## config.mk

```make
export PLATFORM = sky130hd
export DESIGN_NAME = confidence_predictor_arbiter
export DESIGN_NICKNAME = d
export VERILOG_FILES = /design/src/hw/rtl/cpa_pkg.sv /design/src/hw/rtl/cpa_lane.sv /design/src/hw/rtl/cpa_merge.sv /design/src/hw/rtl/confidence_predictor_arbiter.sv
export SDC_FILE = /design/constraint.sdc
export NUM_CORES = 1
export LEC_CHECK = 0
export BUFFER_PORTS_ARGS = -buffer_cell sky130_fd_sc_hd__buf_4
export CAP_MARGIN = 20
export CELL_PAD_IN_SITES_DETAIL_PLACEMENT = 1
export CELL_PAD_IN_SITES_GLOBAL_PLACEMENT = 1
export CORE_UTILIZATION = 45
export CTS_BUF_LIST = sky130_fd_sc_hd__clkbuf_2 sky130_fd_sc_hd__clkbuf_4 sky130_fd_sc_hd__clkbuf_8
export CTS_CLUSTER_SIZE = 12
export DETAILED_ROUTE_END_ITERATION = 16
export PLACE_DENSITY = 0.75
export SLEW_MARGIN = 20
export SYNTH_ARGS = -nofsm -noshare
export SYNTH_HDL_FRONTEND = slang
export SYNTH_SLANG_ARGS = --single-unit
```

## constraint.sdc

```tcl
create_clock -name clk_i -period 12 [get_ports clk_i]
set_clock_uncertainty 0.2 [all_clocks]
set_input_delay 3.6 -clock clk_i [delete_from_list [all_inputs] [get_ports clk_i]]
set_output_delay 3.6 -clock clk_i [all_outputs]
set_load 0.01 [all_outputs]
```

## src/hw/rtl/cpa_pkg.sv

```systemverilog
// Shared types, codes and helpers for the confidence predictor arbiter.
package cpa_pkg;

  localparam int unsigned MaskBits = 8;
  localparam int unsigned ConfBits = 8;
  localparam int unsigned IdxBits  = 3;
  localparam int unsigned CfgBits  = 4;

  typedef enum logic {
    OP_CHOOSE = 1'b0,
    OP_UPDATE = 1'b1
  } op_e;

  typedef struct packed {
    op_e                 opcode;
    logic [MaskBits-1:0] spec_mask;
    logic [MaskBits-1:0] offered_mask;
    logic [MaskBits-1:0] correct_mask;
  } in_t;

  typedef struct packed {
    logic                chosen_valid;
    logic [IdxBits-1:0]  chosen_child;
    logic [ConfBits-1:0] chosen_confidence;
  } out_t;

  // Per-lane command from the top level to one counter lane.
  typedef struct packed {
    logic                upd_en;
    logic                correct;
    logic                clamp_en;
    logic [ConfBits-1:0] cnt_max;
  } lane_cmd_t;

  // Saturation maximum for a counter width; widths below one act as one,
  // widths above eight act as eight.
  function automatic logic [ConfBits-1:0] counter_max(input logic [CfgBits-1:0] bits);
    logic [CfgBits-1:0] b;
    logic [15:0]        full;
    b = bits;
    if (b == '0) b = CfgBits'(1);
    if (b > CfgBits'(ConfBits)) b = CfgBits'(ConfBits);
    full = (16'(1) << b) - 16'(1);
    return full[ConfBits-1:0];
  endfunction

endpackage

```

## src/hw/rtl/cpa_lane.sv

```systemverilog
// One saturating confidence counter lane.
module cpa_lane (
  input  logic                                clk_i,
  input  logic                                rst_ni,
  input  cpa_pkg::lane_cmd_t                  cmd_i,
  output logic [cpa_pkg::ConfBits-1:0]        conf_o
);
  import cpa_pkg::*;

  logic [ConfBits-1:0] conf_q, conf_d;

  always_comb begin
    conf_d = conf_q;
    if (cmd_i.clamp_en) begin
      if (conf_q > cmd_i.cnt_max) conf_d = cmd_i.cnt_max;
    end else if (cmd_i.upd_en) begin
      if (cmd_i.correct) begin
        if (conf_q < cmd_i.cnt_max) conf_d = conf_q + ConfBits'(1);
      end else begin
        if (conf_q != '0) conf_d = conf_q - ConfBits'(1);
      end
    end
  end

  always_ff @(posedge clk_i or negedge rst_ni) begin
    if (!rst_ni) begin
      conf_q <= '0;
    end else begin
      conf_q <= conf_d;
    end
  end

  assign conf_o = conf_q;

endmodule

```

## src/hw/rtl/cpa_merge.sv

```systemverilog
// Pairwise maximum tree that picks the requesting lane with the highest counter.
module cpa_merge #(
  parameter int unsigned NumLanes = 8
) (
  input  logic [NumLanes-1:0]                         req_i,
  input  logic [NumLanes-1:0][cpa_pkg::ConfBits-1:0]  conf_i,
  output cpa_pkg::out_t                               result_o
);
  import cpa_pkg::*;

  localparam int unsigned Levels = IdxBits;
  localparam int unsigned Leaves = 1 << Levels;

  logic [Leaves-1:0]               vld;
  logic [Leaves-1:0][ConfBits-1:0] cnf;
  logic [Leaves-1:0][IdxBits-1:0]  idx;

  always_comb begin
    for (int i = 0; i < Leaves; i++) begin
      if (i < NumLanes) begin
        vld[i] = req_i[i];
        cnf[i] = conf_i[i];
      end else begin
        vld[i] = 1'b0;
        cnf[i] = '0;
      end
      idx[i] = IdxBits'(i);
    end
    // The left entry always holds the lower indices, so it wins a tie.
    for (int l = 0; l < Levels; l++) begin
      for (int p = 0; p < (Leaves >> (l + 1)); p++) begin
        if (!vld[2*p] || (vld[2*p+1] && (cnf[2*p+1] > cnf[2*p]))) begin
          vld[p] = vld[2*p+1];
          cnf[p] = cnf[2*p+1];
          idx[p] = idx[2*p+1];
        end else begin
          vld[p] = vld[2*p];
          cnf[p] = cnf[2*p];
          idx[p] = idx[2*p];
        end
      end
    end
    result_o.chosen_valid      = vld[0];
    result_o.chosen_child      = vld[0] ? idx[0] : '0;
    result_o.chosen_confidence = vld[0] ? cnf[0] : '0;
  end

endmodule

```

## src/hw/rtl/confidence_predictor_arbiter.sv

```systemverilog
// Top level of the confidence predictor arbiter.
// Keeps one saturating confidence counter per child predictor, one lane each, and answers
// a choose item with the spec-mask child of highest counter (lowest index on ties) or
// updates the counters of the children that offered. One item is taken per cycle while
// input is not stalled, and its result is written to the output register on the transfer;
// that register is the only stage; input is stalled only while a result there is stalled.
// Counter width is set by the cfg write; a write clamps every counter to the new maximum.
module confidence_predictor_arbiter #(
  parameter int unsigned CHILD_COUNT = 8
) (
  input  logic                         clk_i,
  input  logic                         rst_ni,
  input  logic                         in_valid_i,
  output logic                         in_stall_o,
  input  cpa_pkg::in_t                 in_data_i,
  output logic                         out_valid_o,
  input  logic                         out_stall_i,
  output cpa_pkg::out_t                out_data_o,
  input  logic                         cfg_we_i,
  input  logic [cpa_pkg::CfgBits-1:0]  cfg_wdata_i
);
  import cpa_pkg::*;

  localparam int unsigned NumLanes = (CHILD_COUNT < MaskBits) ? CHILD_COUNT : MaskBits;

  logic [ConfBits-1:0]               cnt_max_q;
  logic [ConfBits-1:0]               cfg_max;
  logic                              in_xfer;
  logic                              out_valid_q;
  out_t                              out_data_q;
  out_t                              pick;
  logic [NumLanes-1:0]               choose_req;
  logic [NumLanes-1:0][ConfBits-1:0] lane_conf;
  lane_cmd_t [NumLanes-1:0]          lane_cmd;

  assign in_stall_o = out_valid_q & out_stall_i;
  assign in_xfer    = in_valid_i & ~in_stall_o;
  assign cfg_max    = counter_max(cfg_wdata_i);

  always_ff @(posedge clk_i or negedge rst_ni) begin
    if (!rst_ni) begin
      cnt_max_q <= counter_max(CfgBits'(2));
    end else if (cfg_we_i) begin
      cnt_max_q <= cfg_max;
    end
  end

  for (genvar g = 0; g < NumLanes; g++) begin : g_lane
    assign lane_cmd[g].upd_en   = in_xfer && (in_data_i.opcode == OP_UPDATE)
                                  && in_data_i.offered_mask[g];
    assign lane_cmd[g].correct  = in_data_i.correct_mask[g];
    assign lane_cmd[g].clamp_en = cfg_we_i;
    assign lane_cmd[g].cnt_max  = cfg_we_i ? cfg_max : cnt_max_q;
    assign choose_req[g]        = in_data_i.spec_mask[g];

    cpa_lane u_lane (
      .clk_i  (clk_i),
      .rst_ni (rst_ni),
      .cmd_i  (lane_cmd[g]),
      .conf_o (lane_conf[g])
    );
  end

  cpa_merge #(
    .NumLanes (NumLanes)
  ) u_merge (
    .req_i    (choose_req),
    .conf_i   (lane_conf),
    .result_o (pick)
  );

  always_ff @(posedge clk_i or negedge rst_ni) begin
    if (!rst_ni) begin
      out_valid_q <= 1'b0;
    end else if (in_xfer) begin
      out_valid_q <= 1'b1;
    end else if (!out_stall_i) begin
      out_valid_q <= 1'b0;
    end
  end

  always_ff @(posedge clk_i) begin
    if (in_xfer) begin
      out_data_q <= (in_data_i.opcode == OP_UPDATE) ? out_t'('0) : pick;
    end
  end

  assign out_valid_o = out_valid_q;
  assign out_data_o  = out_data_q;

`ifndef SYNTHESIS
  a_stall_only_when_full: assert property (@(posedge clk_i) disable iff (!rst_ni)
    in_stall_o |-> out_valid_o)
    else $error("input stalled while the output register is empty");

  a_xfer_fills_output: assert property (@(posedge clk_i) disable iff (!rst_ni)
    in_xfer |=> out_valid_o)
    else $error("accepted item produced no result");

  a_update_no_choice: assert property (@(posedge clk_i) disable iff (!rst_ni)
    (in_xfer && (in_data_i.opcode == OP_UPDATE)) |=> !out_data_o.chosen_valid)
    else $error("update item returned a choice");

  a_no_choice_zero: assert property (@(posedge clk_i) disable iff (!rst_ni)
    (out_valid_o && !out_data_o.chosen_valid) |->
      (out_data_o.chosen_child == '0 && out_data_o.chosen_confidence == '0))
    else $error("empty result carries nonzero fields");
`endif

endmodule
```

==> results of run 1 <==
## state kept, by name (all words and copies together) (netlist names)
| signal | count |
|---|---|
| out_data_o | 12 |
| cnt_max_q | 8 |
| out_valid_o | 1 |
| g_lane.u_lane.conf_o | 64 |
## critical path, cell delays in order
cell       delay [ns]
buf_4            0.11
o211ai_1         0.09
o21ai_1          0.81
mux2i_1          0.34
inv_1            0.07
ha_1             0.32
nor2b_4          0.13
o211ai_2         0.15
a21oi_2          0.08
a2111oi_2        0.28
o22a_2           0.38
mux2i_1          0.30
inv_1            0.07
ha_1             0.28
nor2b_1          0.13
o211ai_1         0.16
a21oi_1          0.09
o21a_1           0.22
o21a_1           0.32
a22o_1           0.25
## per-stage QoR
stage | hold slack [ns] | util | area (µm²)
5_1_grt | 0.358 | 0.499 | 10200
3_5_place_dp | 0.298 | 0.489 | 9960
2_1_floorplan | 0.266 | - | 9400
3_3_place_gp | 0.278 | 0.489 | 9950
6_report | 0.325 | 0.499 | 10200
4_1_cts | 0.314 | 0.499 | 10200
## cell usage after synthesis, types with 6 or more instances
| library cell | number |
|---|---|
| nor2_1 | 54 |
| a21boi_0 | 14 |
| dfrtp_1 | 71 |
| a21o_1 | 11 |
| o21a_1 | 32 |
| and3_1 | 6 |
| o31ai_1 | 7 |
| fa_1 | 8 |
| nand3_1 | 26 |
| a21oi_1 | 101 |
| nand2_1 | 77 |
| xor2_1 | 18 |
| o21ai_0 | 34 |
| o21bai_1 | 16 |
| edfxtp_1 | 12 |
| xnor2_1 | 31 |
| o21ai_1 | 8 |
| a31oi_1 | 13 |
| o211ai_1 | 43 |
| ha_1 | 169 |
| and4_1 | 6 |
| mux2i_1 | 50 |
| inv_1 | 107 |
| nor3_1 | 21 |
| a22o_1 | 9 |
| o2bb2ai_1 | 8 |
| clkbuf_1 | 10 |
| buf_2 | 8 |
| nand4_1 | 23 |
| nor4_1 | 21 |
## per-layer routing
layer / vias to the layer above / wire (µm) / global-route usage
li1: 4030 / - / -
met1: 4201 / 14500 / 0.399
met2: 194 / 13500 / 0.472
met3: 36 / 1200 / 0.0297
met4: 0 / 568 / 0.0818
met5: - / 0 / 0
## worst max path at each step
stage                     to     startpoint  cells after the start
6_report       out_data_o[8]  in_data_i[18]                     20
4_1_cts        out_data_o[5]  in_data_i[18]                     20
5_1_grt        out_data_o[4]  in_data_i[18]                     20
2_1_floorplan     in_stall_o    out_stall_i                      2
3_3_place_gp   out_data_o[2]  in_data_i[18]                     20
3_5_place_dp   out_data_o[5]  in_data_i[18]                     20
## logic make-up after synthesis
| group | Yosys count | synth area share |
|---|---|---|
| AOI/OAI and AO/OA | 321 | 0.226 |
| xor gates and xnor gates | 49 | 0.0457 |
| adders and majority gates | 177 | 0.242 |
| buffers and inverters | 136 | 0.0631 |
| DFF | 85 | 0.233 |
| muxes | 52 | 0.0557 |
| other | 1 | 0.000399 |
| and+or+nand+nor | 255 | 0.134 |
## power groups by stage
stage	sequential (mW)	clock [mW]	combinational, mW
floorplan	0.599	0	1.75
global placement	0.710	0	2.08
detailed placement	0.711	0	2.16
CTS	0.706	0.230	2.19
global route	0.726	0.239	2.48
finish	0.709	0.228	2.19
## area by class of cell
cell class / instances / share of cell area
Multi-Input combinational cell: 855 / 0.652
Sequential cell: 85 / 0.215
Timing Repair Buffer: 54 / 0.0399
Inverter: 108 / 0.0399
Tap cell: 270 / 0.0332
Clock buffer: 13 / 0.0170
Clock inverter: 1 / 0.00296
==> impl_metrics.env, run 1 <==
export IMPL_run_status="finished, final reports clean"
export IMPL_ff2ff_path_depth=23
export IMPL_final_common_cell="ha_1"
export IMPL_via_per_inst=6.10
export IMPL_synth_top_area_frac=0.225
export IMPL_grt_pass1_vias=8836
export IMPL_multi_input_area_um2=6620
export IMPL_die_w_um=146
export IMPL_cts_resized_gates=0
export IMPL_drv_cap=0
export IMPL_clkSlewWorstSetupHoldPaths_ns=0.09
export IMPL_synthTopCellsByArea="ha_1, dfrtp_1, a21oi_1"
export IMPL_cp_start_kind="primary input"
export IMPL_slew_headroom=0.308
export IMPL_synthesis_nets=1287
export IMPL_setup_viol=0
export IMPL_hold_path_class="reg2reg"
export IMPL_finalWirelength_um=29800
export IMPL_numCtsBuffers=9
export IMPL_yosys_most_used_dff="dfrtp_1"
export IMPL_dieHeight_um=146
export IMPL_synth_edf_count=12
export IMPL_r2r_end="out_data_o[8]"
export IMPL_postCtsSetupBuffers=0
export IMPL_seqPwrFrac=0.227
export IMPL_power_switching_mw=1.59
export IMPL_r2r_start="g_lane[2].u_lane.conf_o[1]"
export IMPL_dpl_worst_slack_ns=3.35
export IMPL_min_delay_start="cnt_max_q[1]"
export IMPL_postSynthCellCount=1076
export IMPL_area_growth_pct=8.15
export IMPL_fin_tns_setup_ns=0
export IMPL_hold_end="cnt_max_q[1]"
export IMPL_cp_data_arrival_time_ns=8.19
export IMPL_rrSetupSlack_ns=5.80
export IMPL_finalCritPeriodShare=0.687
export IMPL_dr_pass1_iters=4
export IMPL_gp_congestion=0.867
export IMPL_combPwrFrac=0.700
export IMPL_path_class="in2reg"
export IMPL_max_vdd_ir_drop_uv=120
export IMPL_holdPathStages=2
export IMPL_grt_overflow=0
export IMPL_path_max_fanout=11
export IMPL_diodes=0
export IMPL_dp_hpwl_um=21700
export IMPL_finalNonFillerCells=1386
export IMPL_synth_seq_cells=85
export IMPL_yosys_area_top_type="ha_1"
export IMPL_wire_per_inst_um=21.5
export IMPL_antenna_found_initial=3
export IMPL_drtIter0Drc=432
export IMPL_p_int_mw=1.54
export IMPL_htree_levels=3
export IMPL_cts_root_buf="clkbuf_8"
export IMPL_start_util=0.461
export IMPL_required_ns=11.94
export IMPL_placed_cells=1372
export IMPL_power_density_nw_per_um2=308
export IMPL_final_max_slew_viol_count=0
export IMPL_grt_pass1_wl_um=47700
export IMPL_boundaryPins=48
export IMPL_die_area_um2=21500
export IMPL_fillers=2442
export IMPL_setup_slack_ns=3.75
export IMPL_p_clk_frac=0.073
export IMPL_max_freq_mhz=121
export IMPL_drcViolationCount=0
export IMPL_fin_nets=1324
export IMPL_grt_max_degree=70
export IMPL_clock_latency_ns=0.38
export IMPL_layout_common_cells="ha_1, inv_1, a21oi_1, nand2_1, dfrtp_1"
export IMPL_cts_tree="yes"
export IMPL_period_needed_ns=8.25
export IMPL_power_leakage_nw=4.68
export IMPL_synth_cell_types=60
export IMPL_hold_buffers=0
export IMPL_tightest_slew_ns=1.03
export IMPL_crit_path_end_kind="flip-flop"
export IMPL_yosysWarnings=0
export IMPL_core_um2=20400
export IMPL_drive_above_1_share=0.0851
export IMPL_final_hold_violation_count=0
export IMPL_synth_area_per_cell_um2=8.73
export IMPL_track_usage=0.287
export IMPL_ant_nets=0
export IMPL_via_count=8461
export IMPL_synth_area_um2=9400
export IMPL_port_buffer_count=47
export IMPL_ys_seq_area_frac=0.233
export IMPL_clkSinkCount=85
export IMPL_regArea_um2=2190
export IMPL_rsz0062_at_grt="no"
export IMPL_swShare=0.508
export IMPL_async_flop_share=0.859
export IMPL_row_count=52
export IMPL_total_power_mw=3.13
export IMPL_clk_path_buf_depth=2
Power figures use the tool's default switching activity.
==> run 2: changes to the inputs <==
PLACE_DENSITY = 0.78   (was 0.75)
clock period = 6.6 ns   (was 12 ns; I/O delays follow)
==> impl_metrics.env, run 2 (same netlist as run 1, synthesis figures left out) <==
export IMPL_run_status="finished, final reports clean"
export IMPL_clkSlewWorstSetupHoldPaths_ns=0.09
export IMPL_hold_path_class="reg2reg"
export IMPL_gp_congestion=0.915
export IMPL_boundaryPins=48
export IMPL_track_usage=0.288
export IMPL_cp_start_kind="primary input"
export IMPL_cts_tree="yes"
export IMPL_total_power_mw=5.82
export IMPL_finalCritPeriodShare=0.939
export IMPL_wire_per_inst_um=21.4
export IMPL_clock_latency_ns=0.39
export IMPL_max_stage_delay_ns=0.39
export IMPL_numCtsBuffers=9
export IMPL_area_growth_pct=9.79
export IMPL_max_vdd_ir_drop_uv=204
export IMPL_clk_path_buf_depth=2
export IMPL_drtIter0Drc=417
export IMPL_drcViolationCount=0
export IMPL_grt_pass1_wl_um=48200
export IMPL_core_um2=20400
export IMPL_power_density_nw_per_um2=565
export IMPL_fin_nets=1338
export IMPL_placed_cell_area_um2=10100
export IMPL_grt_max_degree=74
export IMPL_htree_levels=3
export IMPL_antenna_found_initial=0
export IMPL_final_hold_violation_count=0
export IMPL_drive_above_1_share=0.0963
export IMPL_required_ns=6.55
export IMPL_path_class="in2reg"
export IMPL_via_count=8541
export IMPL_tightest_slew_ns=0.951
export IMPL_via_per_inst=6.09
export IMPL_rsz0062_at_grt="no"
export IMPL_row_count=52
export IMPL_slowest_stage="o22a_2"
export IMPL_path_cells="buf_4 > o211ai_1 > o21ai_1 > buf_12 > mux2i_1 > inv_1 > ha_1 > a21oi_1 > a21oi_2 > a2111oi_2 > o22a_2 > mux2i_1 > inv_1 > ha_1 > nor2b_1 > o211ai_1 > a21oi_1 > o21a_1 > o21a_1 > a22o_1"
export IMPL_start_util=0.461
export IMPL_final_common_cell="ha_1"
export IMPL_slew_headroom=0.360
export IMPL_port_buffer_count=47
export IMPL_cp_data_arrival_time_ns=6.14
export IMPL_postCtsSetupBuffers=0
export IMPL_crit_path_end_kind="flip-flop"
export IMPL_period_needed_ns=6.20
export IMPL_rrSetupSlack_ns=0.83
export IMPL_path_max_fanout=11
export IMPL_diodes=0
export IMPL_finalWirelength_um=30100
export IMPL_power_leakage_nw=4.76
export IMPL_placed_cells=1386
export IMPL_layout_common_cells="ha_1, inv_1, a21oi_1, nand2_1, dfrtp_1"
export IMPL_setup_viol=0
export IMPL_die_w_um=146
export IMPL_dr_pass1_iters=5
export IMPL_dp_hpwl_um=22300
export IMPL_cts_resized_gates=0
export IMPL_final_max_slew_viol_count=0
export IMPL_cts_root_buf="clkbuf_8"
export IMPL_die_area_um2=21500
export IMPL_drv_cap=0
export IMPL_whs_ns=0.303
export IMPL_largest_reg_flops=64
export IMPL_max_freq_mhz=161
export IMPL_fin_area_um2=10300
export IMPL_grt_pass1_vias=8853
export IMPL_ant_nets=0
export IMPL_grt_overflow=0
export IMPL_fin_tns_setup_ns=0
export IMPL_dieHeight_um=146
export IMPL_clkSinkCount=85
export IMPL_finalNonFillerCells=1402
export IMPL_hold_buffers=0
export IMPL_fillers=2448
## run 2: cell type report
| class | instances | area [µm²] | area share |
|---|---|---|---|
| inverters | 108 | 405 | 0.0393 |
| well taps | 270 | 338 | 0.0328 |
| repair buffers | 68 | 527 | 0.0511 |
| clock inverters | 4 | 77.6 | 0.00752 |
| multi-input cells | 855 | 6610 | 0.641 |
| clock buffers | 12 | 165 | 0.0160 |
| flip-flops and latches | 85 | 2190 | 0.212 |
## run 2: where the power goes
group          internal (mW)  switching (mW)  leakage, nW  total (mW)
clock network          0.247           0.222        0.123       0.468
registers              0.810           0.475        0.940        1.28
logic                   1.82            2.25         3.70        4.07
## run 2: worst max-delay path, delay by kind of cell
family,cells,cell delay (ns)
AO/OA/AOI/OAI,11,2.36
AND/OR/NAND/NOR,1,0.14
adder cells (fa/ha/maj),2,0.64
multiplexers,2,0.58
buffers and inverters,4,0.43
## run 2: path summary, 6_finish.rpt
| kind | startpoint | to | depth (start not counted) |
|---|---|---|---|
| worst max-delay path | in_data_i[18] | out_data_o[8] | 20 |
| worst min-delay path | cnt_max_q[1] | cnt_max_q[1] | 2 |
| worst max register to register | g_lane[4].u_lane.conf_o[1] | out_data_o[8] | 21 |
| worst min register to register | cnt_max_q[1] | cnt_max_q[1] | 2 |
| max in group asynchronous | rst_ni | cnt_max_q[4] | 1 |
| min in group asynchronous | rst_ni | g_lane[0].u_lane.conf_o[3] | 1 |
## run 2: layer usage
layer | track usage | routed length, µm
met5 | 0 | 0
met2 | 0.465 | 13700
met4 | 0.113 | 900
met1 | 0.391 | 14400
met3 | 0.0366 | 1100
## run 2: stage by stage
stage           util  worst slack (ns)
2_1_floorplan      -             0.694
3_3_place_gp   0.494             0.107
3_5_place_dp   0.494            0.0114
4_1_cts        0.506             0.418
5_1_grt        0.507             0.200
6_report       0.507             0.403
